$ cat src/rtl/dsbf_pkg.sv
// shared constants, codes and controller/datapath interface types
package dsbf_pkg;

	localparam int TABLE_ENTRIES_DEF = 16;
	localparam logic [31:0] LEASE_RESET = 32'd3600;

	localparam logic [7:0] MSG_OFFER   = 8'd2;
	localparam logic [7:0] MSG_REQUEST = 8'd3;
	localparam logic [7:0] MSG_ACK     = 8'd5;
	localparam logic [7:0] MSG_RELEASE = 8'd7;

	localparam logic [1:0] VERDICT_ALLOW     = 2'd0;
	localparam logic [1:0] VERDICT_UNTRUSTED = 2'd1;
	localparam logic [1:0] VERDICT_INVALID   = 2'd2;

	localparam logic [2:0] ACT_NONE    = 3'd0;
	localparam logic [2:0] ACT_ADDED   = 3'd1;
	localparam logic [2:0] ACT_REFRESH = 3'd2;
	localparam logic [2:0] ACT_REMOVED = 3'd3;
	localparam logic [2:0] ACT_FULL    = 3'd4;

	localparam int KEY_W = 48 + 32 + 4;

	typedef struct packed {
		logic load;
		logic tick;
		logic scan;
		logic apply;
	} dsbf_cmd_t;

	typedef struct packed {
		logic scan_last;
	} dsbf_stat_t;

endpackage

$ cat src/rtl/dsbf_ram.sv
// generic single-write, single-read ram with registered read data
module dsbf_ram #(
	parameter int WIDTH = 8,
	parameter int DEPTH = 16
) (
	input  logic                                      clk,
	input  logic                                      we,
	input  logic [((DEPTH > 1) ? $clog2(DEPTH) : 1)-1:0] waddr,
	input  logic [WIDTH-1:0]                          wdata,
	input  logic                                      re,
	input  logic [((DEPTH > 1) ? $clog2(DEPTH) : 1)-1:0] raddr,
	output logic [WIDTH-1:0]                          rdata
);
	logic [WIDTH-1:0] mem_q [DEPTH];

	always_ff @(posedge clk) begin
		if (we) begin
			mem_q[waddr] <= wdata;
		end
		if (re) begin
			rdata <= mem_q[raddr];
		end
	end
endmodule

$ cat src/rtl/dsbf_ctrl.sv
// controller state machine: accept, table scan, apply
module dsbf_ctrl (
	input  logic                 clk,
	input  logic                 arst_n,
	input  logic                 start,
	input  logic                 kind,
	input  dsbf_pkg::dsbf_stat_t stat,
	output dsbf_pkg::dsbf_cmd_t  cmd,
	output logic                 busy
);
	localparam logic [1:0] ST_IDLE  = 2'd0;
	localparam logic [1:0] ST_SCAN  = 2'd1;
	localparam logic [1:0] ST_APPLY = 2'd2;

	logic [1:0] state_q;
	logic [1:0] state_d;

	assign busy = (state_q != ST_IDLE);

	always_comb begin
		state_d = state_q;
		cmd = '0;
		case (state_q)
			ST_IDLE: begin
				if (start) begin
					if (kind) begin
						cmd.tick = 1'b1;
					end else begin
						cmd.load = 1'b1;
						state_d = ST_SCAN;
					end
				end
			end
			ST_SCAN: begin
				cmd.scan = 1'b1;
				if (stat.scan_last) begin
					state_d = ST_APPLY;
				end
			end
			ST_APPLY: begin
				cmd.apply = 1'b1;
				state_d = ST_IDLE;
			end
			default: begin
				state_d = ST_IDLE;
			end
		endcase
	end

	always_ff @(posedge clk or negedge arst_n) begin
		if (!arst_n) begin
			state_q <= ST_IDLE;
		end else begin
			state_q <= state_d;
		end
	end
endmodule

$ cat src/rtl/dsbf_datapath.sv
// datapath: item registers, binding table, scan compare and table update
module dsbf_datapath #(
	parameter int TABLE_ENTRIES = dsbf_pkg::TABLE_ENTRIES_DEF
) (
	input  logic                 clk,
	input  logic                 arst_n,
	input  dsbf_pkg::dsbf_cmd_t  cmd,
	output dsbf_pkg::dsbf_stat_t stat,
	input  logic [7:0]           msg_type,
	input  logic                 trusted,
	input  logic [3:0]           port,
	input  logic [47:0]          client_mac,
	input  logic                 requested_present,
	input  logic [31:0]          req_ip,
	input  logic [31:0]          offered_ip,
	input  logic                 lease_present,
	input  logic [31:0]          lease_seconds,
	input  logic                 cfg_we,
	input  logic [31:0]          cfg_data,
	output logic                 result_valid,
	output logic [1:0]           verdict,
	output logic [2:0]           binding_action
);
	localparam int IW = (TABLE_ENTRIES > 1) ? $clog2(TABLE_ENTRIES) : 1;
	localparam int CW = $clog2(TABLE_ENTRIES + 1);
	localparam logic [CW-1:0] CNT_END = CW'(TABLE_ENTRIES);
	localparam logic [IW-1:0] IDX_LAST = IW'(TABLE_ENTRIES - 1);

	// item registers
	logic [7:0]  type_q;
	logic        trusted_q;
	logic [3:0]  port_q;
	logic [47:0] mac_q;
	logic        req_present_q;
	logic [31:0] req_ip_q;
	logic [31:0] off_ip_q;
	logic [31:0] lease_q;

	logic [31:0] default_lease_q;
	logic [31:0] now_q;

	logic [TABLE_ENTRIES-1:0] valid_q;
	logic [IW-1:0]            rank_q [TABLE_ENTRIES];

	logic [CW-1:0] cnt_q;
	logic          rd_vld_s1;
	logic [IW-1:0] rd_idx_s1;

	// scan results
	logic          found_q;
	logic [IW-1:0] best_idx_q;
	logic [IW-1:0] best_rank_q;
	logic          live_hit_q;
	logic          free_found_q;
	logic [IW-1:0] free_idx_q;

	logic                        rd_issue;
	logic [dsbf_pkg::KEY_W-1:0]  key_rd;
	logic [31:0]                 exp_rd;
	logic [dsbf_pkg::KEY_W-1:0]  key_wr;
	logic                        key_we;
	logic                        exp_we;
	logic [IW-1:0]               waddr;

	logic ent_valid;
	logic [IW-1:0] ent_rank;
	logic mac_eq, req_eq, off_eq, port_eq, live, live_cand, newest_cand;

	logic [32:0] exp_sum;
	logic [31:0] exp_new;
	logic        do_remove, do_add, do_refresh;
	logic [1:0]  verdict_d;
	logic [2:0]  action_d;

	assign rd_issue = cmd.scan && (cnt_q != CNT_END);
	assign stat.scan_last = rd_vld_s1 && (rd_idx_s1 == IDX_LAST);

	dsbf_ram #(.WIDTH(dsbf_pkg::KEY_W), .DEPTH(TABLE_ENTRIES)) u_key_ram (
		.clk   (clk),
		.we    (key_we),
		.waddr (waddr),
		.wdata (key_wr),
		.re    (rd_issue),
		.raddr (cnt_q[IW-1:0]),
		.rdata (key_rd)
	);

	dsbf_ram #(.WIDTH(32), .DEPTH(TABLE_ENTRIES)) u_exp_ram (
		.clk   (clk),
		.we    (exp_we),
		.waddr (waddr),
		.wdata (exp_new),
		.re    (rd_issue),
		.raddr (cnt_q[IW-1:0]),
		.rdata (exp_rd)
	);

	// per-entry compare on the word read last cycle
	always_comb begin
		ent_valid   = valid_q[rd_idx_s1];
		ent_rank    = rank_q[rd_idx_s1];
		mac_eq      = (key_rd[83:36] == mac_q);
		req_eq      = (key_rd[35:4] == req_ip_q);
		off_eq      = (key_rd[35:4] == off_ip_q);
		port_eq     = (key_rd[3:0] == port_q);
		live        = (exp_rd > now_q);
		live_cand   = ent_valid && mac_eq && req_eq && port_eq && live;
		// ack looks for mac and ip, release for mac alone
		newest_cand = ent_valid && mac_eq && (!trusted_q || off_eq);
	end

	// expiry for add or refresh, saturating
	assign exp_sum = {1'b0, now_q} + {1'b0, lease_q};
	assign exp_new = exp_sum[32] ? '1 : exp_sum[31:0];
	assign key_wr  = {mac_q, off_ip_q, port_q};

	always_comb begin
		verdict_d  = dsbf_pkg::VERDICT_ALLOW;
		action_d   = dsbf_pkg::ACT_NONE;
		do_remove  = 1'b0;
		do_add     = 1'b0;
		do_refresh = 1'b0;
		if (!trusted_q) begin
			if (type_q == dsbf_pkg::MSG_OFFER || type_q == dsbf_pkg::MSG_ACK) begin
				verdict_d = dsbf_pkg::VERDICT_UNTRUSTED;
			end else if (type_q == dsbf_pkg::MSG_REQUEST) begin
				if (req_present_q && !live_hit_q) begin
					verdict_d = dsbf_pkg::VERDICT_INVALID;
				end
			end else if (type_q == dsbf_pkg::MSG_RELEASE) begin
				if (found_q) begin
					do_remove = 1'b1;
					action_d  = dsbf_pkg::ACT_REMOVED;
				end
			end
		end else if (type_q == dsbf_pkg::MSG_ACK) begin
			if (found_q) begin
				do_refresh = 1'b1;
				action_d   = dsbf_pkg::ACT_REFRESH;
			end else if (free_found_q) begin
				do_add   = 1'b1;
				action_d = dsbf_pkg::ACT_ADDED;
			end else begin
				action_d = dsbf_pkg::ACT_FULL;
			end
		end
	end

	assign key_we = cmd.apply && do_add;
	assign exp_we = cmd.apply && (do_add || do_refresh);
	assign waddr  = do_add ? free_idx_q : best_idx_q;

	// control state
	always_ff @(posedge clk or negedge arst_n) begin
		if (!arst_n) begin
			default_lease_q <= dsbf_pkg::LEASE_RESET;
			now_q           <= '0;
			valid_q         <= '0;
			cnt_q           <= '0;
			rd_vld_s1       <= 1'b0;
			result_valid    <= 1'b0;
		end else begin
			if (cfg_we) begin
				default_lease_q <= cfg_data;
			end
			if (cmd.tick && (now_q != '1)) begin
				now_q <= now_q + 32'd1;
			end
			if (cmd.load) begin
				cnt_q <= '0;
			end else if (rd_issue) begin
				cnt_q <= cnt_q + CW'(1);
			end
			rd_vld_s1    <= rd_issue;
			result_valid <= cmd.apply;
			if (cmd.apply && do_remove) begin
				valid_q[best_idx_q] <= 1'b0;
			end
			if (cmd.apply && do_add) begin
				valid_q[free_idx_q] <= 1'b1;
			end
		end
	end

	// payload and scan bookkeeping
	always_ff @(posedge clk) begin
		if (cmd.load) begin
			type_q        <= msg_type;
			trusted_q     <= trusted;
			port_q        <= port;
			mac_q         <= client_mac;
			req_present_q <= requested_present;
			req_ip_q      <= req_ip;
			off_ip_q      <= offered_ip;
			lease_q       <= lease_present ? lease_seconds : default_lease_q;
			found_q       <= 1'b0;
			live_hit_q    <= 1'b0;
			free_found_q  <= 1'b0;
			best_idx_q    <= '0;
			best_rank_q   <= '0;
			free_idx_q    <= '0;
		end
		rd_idx_s1 <= cnt_q[IW-1:0];
		if (rd_vld_s1) begin
			if (live_cand) begin
				live_hit_q <= 1'b1;
			end
			if (newest_cand && (!found_q || ent_rank < best_rank_q)) begin
				found_q     <= 1'b1;
				best_idx_q  <= rd_idx_s1;
				best_rank_q <= ent_rank;
			end
			if (!ent_valid && !free_found_q) begin
				free_found_q <= 1'b1;
				free_idx_q   <= rd_idx_s1;
			end
		end
		if (cmd.apply) begin
			verdict        <= verdict_d;
			binding_action <= action_d;
		end
		// age ranks move together on remove and add
		for (int i = 0; i < TABLE_ENTRIES; i++) begin
			if (cmd.apply && do_remove && valid_q[i] && (rank_q[i] > best_rank_q)) begin
				rank_q[i] <= rank_q[i] - IW'(1);
			end
			if (cmd.apply && do_add) begin
				if (IW'(i) == free_idx_q) begin
					rank_q[i] <= '0;
				end else if (valid_q[i]) begin
					rank_q[i] <= rank_q[i] + IW'(1);
				end
			end
		end
	end
endmodule

$ cat src/rtl/dhcp_snooping_binding_filter.sv
// top level of the dhcp snooping binding filter
//
// usage:
// - an item (parsed dhcp message or one-second tick) is taken at a clock edge
//   where start is high and busy is low; all payload ports are sampled there
// - a tick bumps the seconds count (saturating), gives no result and leaves
//   busy low, so another item may follow in the next cycle
// - a message scans every binding entry, one ram read per cycle, then applies
//   its verdict and table change in the apply state
// - result_valid is registered from the apply state and is high for exactly
//   one cycle; busy drops in that same cycle, so a message occupies the block
//   through the scan and apply states; the scan length is set by the single
//   read port of the entry ram
// - results carry verdict and binding_action; the receiver cannot stall and
//   must take each result in the cycle it is shown
// - default_lease is written through cfg_valid/cfg_ready/cfg_data; cfg_ready
//   is always high, writes are meant to happen while idle
// - reset (arst_n low) empties the table, clears the seconds count and sets
//   default_lease to 3600; no clearing pass is needed
module dhcp_snooping_binding_filter #(
	parameter int TABLE_ENTRIES = dsbf_pkg::TABLE_ENTRIES_DEF
) (
	input  logic        clk,
	input  logic        arst_n,
	// item channel
	input  logic        start,
	output logic        busy,
	input  logic        kind,
	input  logic [7:0]  msg_type,
	input  logic        trusted,
	input  logic [3:0]  port,
	input  logic [47:0] client_mac,
	input  logic        requested_present,
	input  logic [31:0] req_ip,
	input  logic [31:0] offered_ip,
	input  logic        lease_present,
	input  logic [31:0] lease_seconds,
	// result channel
	output logic        result_valid,
	output logic [1:0]  verdict,
	output logic [2:0]  binding_action,
	// default lease register write
	input  logic        cfg_valid,
	output logic        cfg_ready,
	input  logic [31:0] cfg_data
);
	dsbf_pkg::dsbf_cmd_t  cmd;
	dsbf_pkg::dsbf_stat_t stat;

	// register always writable
	assign cfg_ready = 1'b1;

	// sequencing: idle, scan, apply
	dsbf_ctrl u_ctrl (
		.clk    (clk),
		.arst_n (arst_n),
		.start  (start),
		.kind   (kind),
		.stat   (stat),
		.cmd    (cmd),
		.busy   (busy)
	);

	// table, compare and update logic
	dsbf_datapath #(.TABLE_ENTRIES(TABLE_ENTRIES)) u_datapath (
		.clk               (clk),
		.arst_n            (arst_n),
		.cmd               (cmd),
		.stat              (stat),
		.msg_type          (msg_type),
		.trusted           (trusted),
		.port              (port),
		.client_mac        (client_mac),
		.requested_present (requested_present),
		.req_ip            (req_ip),
		.offered_ip        (offered_ip),
		.lease_present     (lease_present),
		.lease_seconds     (lease_seconds),
		.cfg_we            (cfg_valid && cfg_ready),
		.cfg_data          (cfg_data),
		.result_valid      (result_valid),
		.verdict           (verdict),
		.binding_action    (binding_action)
	);
endmodule

$ cat config.mk
export PLATFORM = sky130hd
export DESIGN_NAME = dhcp_snooping_binding_filter
export DESIGN_NICKNAME = d
export VERILOG_FILES = /design/src/rtl/dsbf_pkg.sv /design/src/rtl/dsbf_ram.sv /design/src/rtl/dsbf_ctrl.sv /design/src/rtl/dsbf_datapath.sv /design/src/rtl/dhcp_snooping_binding_filter.sv
export SDC_FILE = /design/constraint.sdc
export NUM_CORES = 2
export LEC_CHECK = 0
export ABC_AREA = 1
export ABC_CLOCK_PERIOD_IN_PS = 12300
export BUFFER_PORTS_ARGS = -buffer_cell sky130_fd_sc_hd__buf_2
export CAP_MARGIN = 5
export CORE_MARGIN = 2
export CORE_UTILIZATION = 40
export CTS_BUF_LIST = sky130_fd_sc_hd__clkbuf_4
export DETAILED_ROUTE_END_ITERATION = 10
export PLACE_DENSITY = 0.6
export SYNTH_ARGS = -nofsm -noshare
export SYNTH_HDL_FRONTEND = slang
export SYNTH_SLANG_ARGS = --single-unit
$ cat constraint.sdc
create_clock -name clk -period 12.3 [get_ports clk]
set_clock_uncertainty 0.05 [all_clocks]
set_input_delay 1.23 -clock clk [delete_from_list [all_inputs] [get_ports clk]]
set_output_delay 1.23 -clock clk [all_outputs]
set_load 0.02 [all_outputs]
Word level (Yosys, flattened, before mapping)
Memory sizes are Yosys's and may differ from the RTL's. A register that Yosys moved wholly into a read port is not among the register bits. Cells that the tools add are included.

Bits in registers: 271. Latch bits: 0. Bits in writable memories: 1920. ROM bits: 0. Bits of input ports: 196. Output and inout port bits: 8. Logic and storage cells: 459. Memories: 3.

Add/subtract/negate cells: 35. Multipliers: 0. Divide/modulo/power cells: 0. Order comparisons: 23. Eq/ne operators: 31. Shift-type cells: 0. Mux-type cells: 243. Bitwise logic cells: 36. Reductions and logical operators: 63.

Memories: u_datapath.u_key_ram.mem_q (words 16, bits a word 84, read ports 1, clocked after memory_dff 1, wr ports 1, line dsbf_ram.sv:14) `logic [WIDTH-1:0] mem_q [DEPTH];`; u_datapath.u_exp_ram.mem_q (words 16, bits a word 32, read ports 1, clocked after memory_dff 1, wr ports 1, line dsbf_ram.sv:14); u_datapath.rank_q (words 16, bits a word 4, read ports 17, clocked after memory_dff 1, wr ports 16, line dsbf_datapath.sv:43) `logic [IW-1:0] rank_q [TABLE_ENTRIES];`.

Operators by type and width (number): 1-bit two-way mux (177); 4-bit two-way mux (42); 4-bit by 1-bit adder with 4-bit output (second input constant) (16); 32-bit == test (2); 4-bit > comparator (16); 32-bit two-way mux (2); 4-bit by 1-bit subtractor with 4-bit output (second input constant) (16); 48-bit == test (1); 1-bit logical AND (48); 32-bit by 32-bit adder with 33-bit output (1); 32-bit by 1-bit adder with 32-bit output (second input constant) (1); 4-bit == test (first input constant) (8); 32-bit > comparator (1); 16-bit two-way mux (2); 32-bit != test (second input constant) (1); 1-bit OR (32); 3-bit two-way mux (7); 16-bit AND (1); 3-bit by 4-bit == test with 1-bit output (first input constant) (4); 8-bit by 2-bit == test with 1-bit output (second input constant) (2); 8-bit by 3-bit == test with 1-bit output (second input constant) (2); 16-bit NOT (1); 16-bit OR (1); 4-bit by 5-bit less-than comparator with 1-bit output (second input constant) (3); 24 further kinds (44).

Logic depth before layout (Yosys ltp)
Word-level depth: 12. Depth in mapped cells: 18. Gate-level depth less buffers: 15.

Hierarchy
From an unflattened synthesis, not the netlist that was laid out.

Cell total of the unflattened synthesis: 10004. Area, all modules: 103643.2 um2.

Modules (own cells, without submodules): dsbf_ram (u_datapath.u_key_ram) (instances 1, cells each 5517, area each 59776.1 um2, sequential area each 42881.1 um2); dsbf_ram (u_datapath.u_exp_ram) (instances 1, cells each 2120, area each 23050.9 um2, sequential area each 16335.7 um2); dsbf_datapath (instances 1, cells each 2346, area each 20674.8 um2, sequential area each 9379.0 um2); dsbf_ctrl (instances 1, cells each 19, area each 130.1 um2, sequential area each 50.0 um2); dhcp_snooping_binding_filter (instances 1, cells each 2, area each 11.3 um2, sequential area each 0.0 um2).

Least setup slack after synthesis
OpenSTA, ideal clock, no wires.

Path type: register to register. Start point: register u_datapath.cnt_q[0]. End point: register u_datapath.cnt_q[3]. Setup time: 0.065 ns. Arrival: 9.073 ns. Data required time: 12.185 ns. Path slack: 3.111 ns. Cell stages (with the launch flop): 13. Buffers on the path: 4. Clock period less this slack: 9.189 ns. Cells stage by stage: dfrtp_1 > buf_2 > inv_1 > buf_2 > buf_2 > clkbuf_1 > ha_1 > a31oi_1 > inv_1 > nor2_1 > nand3_1 > a21oi_1 > o21a_1.

Cells in the longest elaborated chain, start to end: 3. Elaborated cells on any way between the ends: 6. Classes of those cells: add/sub: 1; eq/ne: 1; mux: 2; reduce/logical: 2.

RTL lines: from (decl) (line dsbf_datapath.sv:45) `logic [CW-1:0] cnt_q;`; from (signal assigned) (line dsbf_datapath.sv:172) `cnt_q <= cnt_q + CW'(1);`; 5-bit != test (line dsbf_datapath.sv:75) `assign rd_issue = cmd.scan && (cnt_q != CNT_END);`; 1-bit logical AND (line dsbf_datapath.sv:75); net u_datapath.rd_issue (line dsbf_datapath.sv:57) `logic rd_issue;`; 2-bit nonzero test (no source line).

The timed path passes the listed nets, and every way through them passes these cells. The select of a mux whose other input is x is not followed. A chain may end at the register's enable or synchronous reset.

Final worst setup path
Start point: register u_datapath.cnt_q[0]. End point: register u_datapath.u_key_ram.rdata[43], read port of u_datapath.u_key_ram.mem_q (enable).

Cells in the longest elaborated chain, start to end: 2.

RTL lines: 5-bit != test (line dsbf_datapath.sv:75); 1-bit logical AND (line dsbf_datapath.sv:75); net u_datapath.rd_issue (line dsbf_datapath.sv:57); to (decl) (line dsbf_ram.sv:12) `output logic [WIDTH-1:0] rdata`.

The timed path passes the listed nets, and every way through them passes these cells.

==> reports/qor.yml <==
worst_setup_path:
  crit_path_start_kind: "register"
  worst_setup_path_end_kind: "register"
  critical_path_class: "reg2reg"
  critical_path_required_ns: 13.20
  arrival_ns: 6.32
  ff2ff_path_depth: 5
  crit_fanout: 166
clock_network:
  post_cts_buffers: 0
  cts_tree: "yes"
  cts.path.max_buffers: 4
  clkTransAtPathRegs_ns: 0.06
  clk_latency_ns: 1.41
  tritoncts_num_sinks: 2307
  h-tree-depth: 6
  numCtsBuffers: 611
  cts_root_buf: "clkbuf_4"
sta:
  timing.hold.ws_ns: 0.1626
  fin_crit_sh: 0.4404
  fmax_mhz: 184.6
  maxSlewViolCount: 0
  tns_ns: 0
  maxSlewHeadroom: 0.1405
  worst_pin_slew_ns: 1.285
  rsz0062_at_grt: "false"
  fin_crit_ns: 5.417
  hold_viol_final: 0
  final-setup-viol-count: 0
place:
  port_buffers: 202
  dp_hpwl_mm: 135.3
  place_area_um2: 99850
  gp_congestion: 0.8404
layout:
  final_util: 0.4594
  multi_input_area_um2: 24280
  drive_gt1_frac: 0.1555
  fillCellCount: 21430
  nNetsFinal: 8569
  fin_area_um2: 109100
  regArea_um2: 68660
  area_delta_synth_final_pct: 14.39
global_route:
  globalRouteMet1Util: 0.2889
  grt_use_total: 0.2099
  globalRouteMet3Util: 0.04232
  grt_pass1_wl_mm: 390.6
  top_usage_layer: "met2"
  grt_overflow: 0
  grt_util_met2: 0.3359
  grt_pass1_vias: 63930
  grt_start_max_net_pins: 215
  antenna_found_initial: 7
floorplanning:
  dieHeight_um: 492.2
  num_rows: 179
  die_w_um: 492.2
  ios: 204
  dieArea_um2: 242300
  initial_utilization: 0.4016
  core_um2: 237400
detailed_routing:
  vias_per_cell: 5.463
  wl_per_cell_um: 22.07
  drtPass1Iterations: 6
  ant_nets: 0
  drc: 0
  vias: 64410
  drtIter0Drc: 6208
  wl_mm: 260.2
synthesis:
  synth.top_cell.area_share: 0.6925
  synth-edff-count: 2199
  yosysTopAreaCell: "edfxtp_1"
  synthTopCellsByArea: "edfxtp_1 69%, o21ai_0 5.8%, nor2_1 4.7%"
  synth_fp_nets: 7896
  synth.avg_cell_area_um2: 12.66
  async_reset_ff_frac: 0.03858
  ys_ff_latch: 2307
  yosysSeqAreaShare: 0.7199
  yosys_most_used_dff: "edfxtp_1"
  synthDistinctLibCells: 54
  syn_inst: 7533
  yosys_warnings: 0
  mappedNetlistArea_um2: 95350
power:
  power.leakage_nw: 37.77
  powerDensity_nw_per_um2: 209.0
  ir_drop_uv: 252.2
  finalPower_w: 0.02280
job:
  maxCapViolCount: 0
min_path:
  hold_path_class: "in2reg"
  holdPathStages: 1
outcome:
  status: "complete, no violations"
where the power goes:
group	internal, W	switching [W]
clock	0.00350	0.00307
sequential	0.00944	0.000447
combinational	0.00179	0.00455
total	0.0147	0.00806
flip-flops by register name, indices dropped and copies added, names as in the netlist, 2 cells and up:
| signal | count |
|---|---|
| u_ctrl.state_q | 2 |
| u_datapath.best_idx_q | 4 |
| u_datapath.best_rank_q | 4 |
| u_datapath.binding_action | 3 |
| u_datapath.cnt_q | 5 |
| u_datapath.default_lease_q | 32 |
| u_datapath.free_idx_q | 4 |
| u_datapath.lease_q | 32 |
| u_datapath.mac_q | 48 |
| u_datapath.now_q | 32 |
| u_datapath.off_ip_q | 32 |
| u_datapath.port_q | 4 |
| u_datapath.rank_q | 64 |
| u_datapath.rd_idx_s1 | 4 |
| u_datapath.req_ip_q | 32 |
| u_datapath.type_q | 8 |
| u_datapath.u_exp_ram.mem_q | 512 |
| u_datapath.u_exp_ram.rdata | 32 |
| u_datapath.u_key_ram.mem_q | 1344 |
| u_datapath.u_key_ram.rdata | 84 |
| u_datapath.valid_q | 16 |
| u_datapath.verdict | 2 |
routing by layer:
metal | wire (um) | vias up
li1 | - | 29410
met1 | 112000 | 31790
met2 | 121800 | 2740
met3 | 20610 | 466
met4 | 5761 | 2
met5 | 11 | -
cell usage after synthesis (all sizes together), types with 2 or more instances:
cell,n
edfxtp,2199
nor2,1196
o21ai,1108
nand2,705
clkbuf,344
nand3,327
inv,281
o22ai,280
o221ai,195
ha,166
xor2,116
a21oi,96
dfrtp,85
nor3,75
buf,71
xnor2,69
o211ai,44
nand4,30
o21bai,20
dfxtp,19
o2111ai,17
mux2,15
or2,15
a21o,12
nor4,11
a211oi,8
o21a,6
a31oi,5
dfstp,4
a221oi,3
a22o,2
clkinv,2
kinds of logic after synthesis:
logic type | after synthesis | synth area share
simple gates | 2361 | 0.1015
buf+inv | 698 | 0.02820
xor+xnor | 185 | 0.01699
other cells | 1 | 0.00003933
fa+ha+maj | 167 | 0.02199
compound gates | 1799 | 0.1096
flops | 2307 | 0.7199
mux | 15 | 0.001771
cells in the final DEF (no fill, tap or decap), types with 44 or more instances in the layout:
master            n
buf_2           201
buf_4            92
o22ai_1         280
xnor2_1          69
nor3_1           56
o221ai_1        195
xor2_1          116
nand2_1         701
a21oi_1          96
dfrtp_1          82
clkinv_1         93
nand3_1         326
inv_1           277
dlygate4sd3_1   174
clkbuf_4        892
ha_1            166
edfxtp_1       2199
nor2_1         1162
o211ai_1         44
o21ai_0        1098
critical path, cell delays in order, from the launching register on:
cell	delay, ns
dfrtp_4	0.96
inv_8	0.43
ha_1	0.50
a31oi_4	0.98
buf_4	0.95
buf_4	0.91
per-stage QoR:
| stage | setup slack [ns] | std cells |
|---|---|---|
| floorplan | 3.111 | 7533 |
| global placement | 7.052 | 10590 |
| detailed placement | 6.936 | 10590 |
| CTS | 6.999 | 11780 |
| global route | 6.709 | 11790 |
| finish | 6.883 | 11790 |
cell type report:
class | instances | area share
diodes | 13 | 0.0002983
clock buffers | 892 | 0.06139
clock inverters | 125 | 0.006894
inverters | 283 | 0.01000
multi-input cells | 4528 | 0.2226
flip-flops and latches | 2307 | 0.6295
well taps | 3167 | 0.03633
repair buffers | 475 | 0.03299
final timing paths:
| path | from | slack (ns) | end |
|---|---|---|---|
| max | u_datapath.cnt_q[0] | 6.88 | u_datapath.u_key_ram.rdata[43] |
| min | client_mac[46] | 0.16 | u_datapath.mac_q[46] |
| max reg2reg | u_datapath.cnt_q[0] | 6.88 | u_datapath.u_key_ram.rdata[43] |
| min reg2reg | u_datapath.default_lease_q[9] | 0.44 | u_datapath.default_lease_q[9] |
| max in group asynchronous | arst_n | 10.47 | u_datapath.now_q[30] |
| min in group asynchronous | arst_n | 0.31 | u_datapath.valid_q[6] |
timing repair:
item | CTS | global route
endpoints found under the hold margin | 190 | 0
hold buffers | 174 | 0
gates resized for setup | 0 | 0
No activity file was read; power rests on OpenSTA's default activity.
